$ cat src/rtl/core/msst_ram.sv
// Simple dual-port RAM with one write port and one registered read port.
module msst_ram #(
	parameter int WIDTH = 8,
	parameter int DEPTH = 16
) (
	input  logic                     clk,
	input  logic                     we,
	input  logic [$clog2(DEPTH)-1:0] waddr,
	input  logic [WIDTH-1:0]         wdata,
	input  logic [$clog2(DEPTH)-1:0] raddr,
	output logic [WIDTH-1:0]         rdata
);

	logic [WIDTH-1:0] mem [DEPTH];

	// Write and registered read.
	always_ff @(posedge clk) begin
		if (we) begin
			mem[waddr] <= wdata;
		end
		rdata <= mem[raddr];
	end

endmodule

$ cat config.mk
export PLATFORM = sky130hd
export DESIGN_NAME = msst_ram
export DESIGN_NICKNAME = d
export VERILOG_FILES = /design/src/rtl/core/msst_ram.sv
export SDC_FILE = /design/constraint.sdc
export NUM_CORES = 1
export LEC_CHECK = 0
export BUFFER_PORTS_ARGS = -buffer_cell sky130_fd_sc_hd__clkbuf_2
export CAP_MARGIN = 20
export CORE_ASPECT_RATIO = 1.4
export CORE_MARGIN = 3
export CORE_UTILIZATION = 30
export CTS_CLUSTER_DIAMETER = 50
export CTS_CLUSTER_SIZE = 24
export DETAILED_ROUTE_END_ITERATION = 6
export HOLD_SLACK_MARGIN = 0.05
export PLACE_DENSITY_LB_ADDON = 0.1
export SLEW_MARGIN = 25
export SYNTH_ARGS = -nofsm -noshare
export SYNTH_HDL_FRONTEND = slang
export SYNTH_SLANG_ARGS = --single-unit
$ cat constraint.sdc
create_clock -name clk -period 1.45 [get_ports clk]
set_input_delay 0.0725 -clock clk [delete_from_list [all_inputs] [get_ports clk]]
set_output_delay 0.0725 -clock clk [all_outputs]
set_load 0.005 [all_outputs]
==> results of run 1 <==
## synth_stat cells, drive strengths merged
master         instances  area [um^2]
edfxtp               128         3840
mux4                  32          773
a22oi                 16          120
nor2                  13         48.8
nand2                  9         33.8
dfxtp                  8          160
buf                    7         56.3
nor3                   4         20.0
clkdlybuf4s25          3         30.0
nand2b                 2         12.5
nand3b                 2         15.0
and2                   1         6.26
and2b                  1         7.51
nand3                  1         5.00
nor2b                  1         6.26
or3b                   1         8.76
## routing by layer
layer | wire length, um | part of all wire (%) | vias to the layer above
li1 | - | - | 1104
met2 | 5790 | 54 | 40
met1 | 4600 | 43 | 1256
met5 | 0 | 0 | -
met3 | 295 | 2.7 | 7
met4 | 98 | 0.91 | 0
## flip-flops by register name (all words and copies together) (netlist names)
signal	count
mem	128
rdata	8
## critical path, stage by stage, from the launching register on
cell      delay [ns]
edfxtp_1        0.37
mux4_1          0.51
a22oi_1         0.31
nand2_1         0.08
## worst paths after layout
check                       start                    to
min reg2reg  mem[14][2]$_DFFE_PP_      rdata[2]$_DFF_P_
min                      wdata[5]  mem[13][5]$_DFFE_PP_
max           mem[1][2]$_DFFE_PP_      rdata[2]$_DFF_P_
max reg2reg   mem[1][2]$_DFFE_PP_      rdata[2]$_DFF_P_
## layout make-up
class	count	area, um^2
Clock buffer	18	429
Clock inverter	13	133
Fill cell	1552	10500
Multi-Input combinational cell	83	1070
Sequential cell	136	4000
Tap cell	203	254
Timing Repair Buffer	55	400
## power groups by stage
stage / registers, mW / clock network (mW) / logic [mW]
final: 4.42 / 4.07 / 0.429
after global routing: 4.43 / 4.36 / 0.477
after CTS: 4.43 / 4.16 / 0.443
after detailed placement: 4.51 / 0 / 0.443
after global placement: 4.51 / 0 / 0.437
after floorplan: 4.50 / 0 / 0.223
## timing repair
action / 4_1_cts / 5_1_grt
gates resized for setup: 0 / 1
endpoints found under the setup margin: 0 / 1
endpoints found under the hold margin: 0 / 0
## kinds of logic after synthesis
group	after synthesis	synth area share (%)
multiplexers	32	15.0
AND/OR/NAND/NOR	35	3.18
flip-flops	136	77.8
AO/OA/AOI/OAI	16	2.33
buffers and inverters	10	1.68
## stage by stage
step | utilization, % | TNS, ns
2_1_floorplan | - | 0
3_3_place_gp | 34.0 | -0.249
3_5_place_dp | 34.0 | -0.332
4_1_cts | 37.4 | 0
5_1_grt | 37.4 | 0
6_report | 37.4 | 0
==> run summary, run 1 <==
- **GR Layer Usage met3** 3.30%
- **unrepaired setup endpoints after global routing** no
- **effective utilization at floorplan** 30.6%
- **path type of the worst setup path** reg2reg
- **die area** 18800 um^2
- **post-placement cell count** 477
- **count of max-cap constraint violations** 0
- **post-synthesis cell type count** 19
- **vias per cell** 4.74
- **most frequent standard cell in the layout excluding fill and tap cells** edfxtp_1
- **Seq/Total Area, Yosys** 77.8%
- **count of state elements after synthesis** 136
- **Avg Synthesized Cell Area** 22.5 um^2
- **Routability Congestion** 0.685
- **post-place setup slack** -0.109 ns
- **DR vias** 2407
- **Non-Filler Cell Area, Final** 6290 um^2
- **first-pass GRT wire length** 16.7 mm
- **pin count of the biggest net entering global routing** 18
- **Clk pin slew, worst setup/hold paths** 0.06 ns
- **cell at the root of the clock tree** clkbuf_16
- **power per cell area** 1420 nW/um^2
- **area of the mapped netlist** 5150 um^2
- **time the worst path needs with I/O delays and setup** 1.38 ns
- **part of the power in registers** 49.6%
- **Final setup viols** 0
- **post-detailed-route count of antenna-violating nets** 0
- **hold path depth** 1
- **chip height** 161 um
- **Register-to-Register Setup Slack** 0.07 ns
- **number of setup buffers added after CTS** 0
- **Global Route met1 Usage** 16.2%
- **crit end category** flip-flop
- **Antenna Cells** 0
- **area of the core** 16800 um^2
- **Worst Path Max Fanout** 1
- **commonest cells after routing, fill and taps aside** edfxtp_1, buf_4, clkbuf_2, mux4_2, clkbuf_16
- **Post-Route WL** 10.8 mm
- **maximum clock frequency** 726 MHz
- **nets in the synthesized netlist** 247
- **clock net sink count** 136
- **Core Rows** 56
- **I/O pin count** 26
- **Power Internal** 7.10 mW
- **count of endpoints failing hold in the final timing report** 0
- **worst vdd ir** 0.000668 V
- **number of CTS-inserted buffers** 17
- **Port Buf Inserts** 25
- **initial antenna violation count** 0
- **CTS tree** done
- **critical path launch point type** flip-flop
- **total gr overflow** 0
- **CP required** 1.74 ns
- **detailed-route wire length per cell** 21.2 um
- **Total Routing Usage GR** 12.4%
- **Most Used Layer, Global Route** met2
- **net switching power** 1.83 mW
- **proportion of layout cells with a drive suffix above 1** 34.4%
- **placed instance area** 5720 um^2
- **met2 GRT Util** 20.5%
- **post-route insts no fill** 508
- **remaining max-slew budget at the tightest pin** 50.5%
- **switch share** 20.5%
- **drt first pass iters** 4
- **worst hold-check slack** 0.106 ns
- **CP Data Arrival Time** 1.67 ns
- **synthesis warning total** 0
- **hold-fix buffer count after cts** 0
- **vias in the first global route** 2640
- **post-layout total power** 8.92 mW
- **Hold Path Class** in2reg
- **P_leak** 2.15 nW
- **Clock Power Share** 45.6%
- **number of DRC violations after detailed-routing iteration 0** 156
- **Syn Inst Count** 229
- **outcome** complete, no violations
- **part of the cycle the worst path needs** 95.0%
- **Worst Reg-to-Reg Cells** 3
- **H-tree depth** 4
- **half-perimeter wire length after placement** 7.54 mm
- **Layout Nets** 311
- **worst-margin pin slew** 0.740 ns
- **area growth from synthesis to layout** 22.1%
- **Clk Latency, worst-skew pair** 0.41 ns
- **remaining routing DRC violations** 0
- **final-report max-slew violation count** 0
- **Die W** 117 um
- **number of buffers on the longest clock path** 2
- **final worst clock skew** 0.00915 ns
- **combinational share of power** 4.8%
- **least setup slack across all paths after layout** 0.0724 ns
No activity file was read; power rests on OpenSTA's default activity.
==> run 2, diff against run 1 <==
==> constraint.sdc (replaced) <==
create_clock -name clk -period 1.7 [get_ports clk]
set_input_delay 0.085 -clock clk [delete_from_list [all_inputs] [get_ports clk]]
set_output_delay 0.085 -clock clk [all_outputs]
set_load 0.005 [all_outputs]
==> run summary, run 2 (synthesized netlist as in run 1, its figures left out) <==
- **post-detailed-route count of antenna-violating nets** 0
- **Final setup viols** 0
- **hold-fix buffer count after cts** 0
- **critical path launch point type** flip-flop
- **final worst clock skew** 0.00571 ns
- **number of flip-flops under the largest register name** 128
- **remaining max-slew budget at the tightest pin** 38.7%
- **time the worst path needs with I/O delays and setup** 1.43 ns
- **number of buffers on the longest clock path** 2
- **vias in the first global route** 2654
- **most frequent standard cell in the layout excluding fill and tap cells** edfxtp_1
- **area growth from synthesis to layout** 21.4%
- **first-pass GRT wire length** 16.8 mm
- **initial antenna violation count** 0
- **maximum clock frequency** 701 MHz
- **power per cell area** 1250 nW/um^2
- **CP Data Arrival Time** 1.70 ns
- **post-layout util** 37.2%
- **detailed-route wire length per cell** 22.3 um
- **end point of the worst hold path** mem[15][5]$_DFFE_PP_
- **Clk Latency, worst-skew pair** 0.40 ns
- **Hold Path Class** in2reg
- **DR vias** 2407
- **unrepaired setup endpoints after global routing** no
- **crit end category** flip-flop
- **die area** 18800 um^2
- **Core Rows** 56
- **path type of the worst setup path** reg2reg
- **vias per cell** 4.80
- **Total Routing Usage GR** 12.8%
- **Antenna Cells** 0
- **count of endpoints failing hold in the final timing report** 0
- **commonest cells after routing, fill and taps aside** edfxtp_1, clkbuf_2, buf_4, mux4_2, clkbuf_16
- **worst vdd ir** 0.000478 V
- **launching point of the worst reg2reg path** mem[9][4]$_DFFE_PP_
- **outcome** complete, no violations
- **Port Buf Inserts** 25
- **Clk pin slew, worst setup/hold paths** 0.06 ns
- **clock net sink count** 136
- **pin count of the biggest net entering global routing** 33
- **CP required** 1.98 ns
- **number of setup buffers added after CTS** 0
- **effective utilization at floorplan** 30.6%
- **chip height** 161 um
- **Worst Reg-to-Reg Cells** 3
- **worst min-delay path startpoint** wdata[5]
- **cell at the root of the clock tree** clkbuf_16
- **P_leak** 2.12 nW
- **largest registers in the final layout** mem x128, rdata x8
- **Routability Congestion** 0.732
- **worst hold-check slack** 0.127 ns
- **post-place setup slack** 0.0316 ns
- **worst-margin pin slew** 0.918 ns
- **Worst Path Max Fanout** 1
- **number of CTS-inserted buffers** 17
- **hold path depth** 1
- **half-perimeter wire length after placement** 7.00 mm
- **Die W** 117 um
- **CTS tree** done
- **final-report max-slew violation count** 0
- **area of the core** 16800 um^2
- **I/O pin count** 26
- **register containing the most flip-flops in the final layout** mem
- **proportion of layout cells with a drive suffix above 1** 32.6%
- **post-cts repair resize count** 0
- **Layout Nets** 303
- **Register-to-Register Setup Slack** 0.27 ns
- **total gr overflow** 0
- **end of the worst register-to-register path** rdata[4]$_DFF_P_
- **H-tree depth** 4
- **number of DRC violations after detailed-routing iteration 0** 181
- **count of max-cap constraint violations** 0
- **remaining routing DRC violations** 0
- **setup_tns** 0 ns
- **post-layout total power** 7.82 mW
- **Post-Route WL** 11.2 mm
- **drt first pass iters** 4
- **least setup slack across all paths after layout** 0.274 ns
- **part of the cycle the worst path needs** 83.9%
==> run 2: cell type report <==
cell class | instances | area, um^2
Tap cell | 203 | 254
Clock inverter | 14 | 176
Clock buffer | 18 | 429
Multi-Input combinational cell | 83 | 1060
Fill cell | 1536 | 10600
Timing Repair Buffer | 47 | 328
Sequential cell | 136 | 4000
==> run 2: worst max-delay path, cell delays in order (launching register included) <==
cell and delay (ns):
edfxtp_1 0.35, mux4_1 0.51, a22oi_1 0.35, nand2_1 0.09
==> run 2: routing by layer <==
| metal | GRT usage [%] | up-vias | share of wire (%) |
|---|---|---|---|
| met5 | 0 | - | 0 |
| met4 | 5.53 | 0 | 2.2 |
| met3 | 3.00 | 12 | 3.2 |
| met2 | 20.7 | 49 | 52 |
| met1 | 16.3 | 1257 | 43 |
| li1 | - | 1089 | - |
==> run 2: power by group <==
group / total, mW / leakage [nW] / internal (mW) / switching (mW)
clock: 3.68 / 0.290 / 2.32 / 1.37
sequential: 3.77 / 1.22 / 3.75 / 0.0230
combinational: 0.361 / 0.603 / 0.158 / 0.203
total: 7.82 / 2.12 / 6.23 / 1.59
==> run 2: through the flow <==
step                      instance area (um^2)  cells
after floorplan                           5150    229
after global placement                    5640    469
after detailed placement                  5640    469
after CTS                                 6250    501
after global routing                      6250    501
final                                     6250    501
==> run 2: worst max path at each step <==
stage / end / depth (start not counted) / from / slack [ns]
5_1_grt: rdata[4]$_DFF_P_ / 3 / mem[9][4]$_DFFE_PP_ / 0.23
4_1_cts: rdata[4]$_DFF_P_ / 3 / mem[9][4]$_DFFE_PP_ / 0.26
3_5_place_dp: rdata[1]$_DFF_P_ / 6 / raddr[0] / 0.03
2_1_floorplan: mem[0][0]$_DFFE_PP_ / 2 / waddr[2] / 0.12
3_3_place_gp: rdata[1]$_DFF_P_ / 6 / raddr[0] / 0.03
6_report: rdata[4]$_DFF_P_ / 3 / mem[9][4]$_DFFE_PP_ / 0.27
==> run 3, diff against run 2 <==
==> constraint.sdc (replaced) <==
create_clock -name clk -period 1.5 [get_ports clk]
set_input_delay 0.075 -clock clk [delete_from_list [all_inputs] [get_ports clk]]
set_output_delay 0.075 -clock clk [all_outputs]
set_load 0.005 [all_outputs]
==> run summary, run 3 (synthesized netlist as in run 1, its figures left out) <==
- **post-cts repair resize count** 0
- **first-pass GRT wire length** 16.1 mm
- **switch share** 20.1%
- **part of the power in registers** 49.8%
- **Power Internal** 6.86 mW
- **highest cell delay on the worst timing path** 0.50 ns
- **number of flip-flops under the largest register name** 128
- **Worst Path Max Fanout** 1
- **area of the core** 16800 um^2
- **part of the cycle the worst path needs** 94.1%
- **total gr overflow** 0
- **Antenna Cells** 0
- **largest registers in the final layout** mem x128, rdata x8
- **count of endpoints failing hold in the final timing report** 0
- **area growth from synthesis to layout** 21.5%
- **critical path launch point type** flip-flop
- **Critical-path top delay cell** mux4_1
- **worst vdd ir** 0.000699 V
- **Clk pin slew, worst setup/hold paths** 0.06 ns
- **net switching power** 1.73 mW
- **register containing the most flip-flops in the final layout** mem
- **remaining max-slew budget at the tightest pin** 49.1%
- **total area of sequential cells** 4000 um^2
- **commonest cells after routing, fill and taps aside** edfxtp_1, clkbuf_2, buf_4, mux4_2, clkbuf_16
- **final worst clock skew** 0.00716 ns
- **final-report max-slew violation count** 0
- **number of CTS-inserted buffers** 17
- **setup_tns** 0 ns
- **initial antenna violation count** 0
- **vias per cell** 4.64
- **CTS tree** done
- **half-perimeter wire length after placement** 7.50 mm
- **cell at the root of the clock tree** clkbuf_16
- **proportion of layout cells with a drive suffix above 1** 32.8%
- **Final setup viols** 0
- **path type of the worst setup path** reg2reg
- **DR vias** 2345
- **maximum clock frequency** 708 MHz
- **filler cell count** 1557
- **most frequent standard cell in the layout excluding fill and tap cells** edfxtp_1
- **outcome** complete, no violations
- **effective utilization at floorplan** 30.6%
- **remaining routing DRC violations** 0
- **Total Routing Usage GR** 12.3%
- **Routability Congestion** 0.687
- **number of setup buffers added after CTS** 0
- **power per cell area** 1370 nW/um^2
- **hold-fix buffer count after cts** 0
- **Clock Power Share** 45.5%
- **Core Rows** 56
- **Post-Route WL** 10.6 mm
- **Layout Nets** 307
- **count of max-cap constraint violations** 0
- **H-tree depth** 4
- **Die W** 117 um
- **crit end category** flip-flop
- **post-placement cell count** 473
- **chip height** 161 um
- **post-detailed-route count of antenna-violating nets** 0
- **clock net sink count** 136
- **drt first pass iters** 4
- **area taken by multi-input logic gates** 1060 um^2
- **post-route insts no fill** 505
- **number of DRC violations after detailed-routing iteration 0** 138
- **cells along the critical path** mux4_1, a22oi_1, nand2_1
- **combinational share of power** 4.7%
- **die area** 18800 um^2
- **number of buffers on the longest clock path** 2
- **CP required** 1.77 ns
- **unrepaired setup endpoints after global routing** no
- **Clk Latency, worst-skew pair** 0.40 ns
- **worst hold-check slack** 0.0979 ns
- **worst-margin pin slew** 0.763 ns
- **I/O pin count** 26
- **time the worst path needs with I/O delays and setup** 1.41 ns
- **Port Buf Inserts** 25
- **vias in the first global route** 2563
- **post-layout util** 37.2%
- **post-layout total power** 8.59 mW
- **CP Data Arrival Time** 1.68 ns
- **Hold Path Class** in2reg
- **detailed-route wire length per cell** 21.1 um
- **P_leak** 2.12 nW
- **pin count of the biggest net entering global routing** 25
==> run 3: changes by cell type in the layout (fill, tap and decap cells not counted), sizes merged <==
| cell | delta |
|---|---|
| clkbuf | +1 |
| clkinv | -2 |
| bufinv | -1 |
| buf | +4 |
| clkinvlp | +2 |
==> run 3: power groups by stage <==
| stage | registers (mW) | clock network, mW | logic [mW] |
|---|---|---|---|
| finish | 4.28 | 3.91 | 0.408 |
| global route | 4.28 | 4.19 | 0.451 |
| CTS | 4.28 | 4.02 | 0.423 |
| detailed placement | 4.36 | 0 | 0.423 |
| global placement | 4.36 | 0 | 0.419 |
| floorplan | 4.35 | 0 | 0.216 |
==> run 3: per-stage QoR <==
step | instance area, um^2 | worst slack [ns]
after floorplan | 5150 | 0.159
after global placement | 5690 | -0.0725
after detailed placement | 5690 | -0.0704
after CTS | 6250 | 0.0763
after global routing | 6250 | 0.0292
final | 6250 | 0.0881
==> run 3: routing by layer <==
layer  wire length, um  track usage (%)
met4               146             4.69
met3               353             3.34
met1              4530             15.3
met2              5610             20.2
met5                 0                0
==> run 3: path summary, 6_finish.rpt <==
kind,startpoint,slack (ns),end,cells after the start
hold reg to reg,mem[12][0]$_DFFE_PP_,0.68,rdata[0]$_DFF_P_,3
setup reg to reg,mem[2][1]$_DFFE_PP_,0.09,rdata[1]$_DFF_P_,3
setup / recovery,mem[2][1]$_DFFE_PP_,0.09,rdata[1]$_DFF_P_,3
hold / removal,wdata[3],0.1,mem[9][3]$_DFFE_PP_,1
==> run 3: critical path: cells and delay by family (launching register included) <==
kind,cells,cell delay (ns)
AO/OA/AOI/OAI,1,0.29
AND/OR/NAND/NOR,1,0.13
multiplexers,1,0.50
flip-flops,1,0.36
==> run 3: layout make-up <==
cell class	count	area share [%]
multi-input cells	83	17.0
repair buffers	51	5.92
flip-flops and latches	136	64.0
clock buffers	19	6.92
clock inverters	13	2.08
well taps	203	4.06
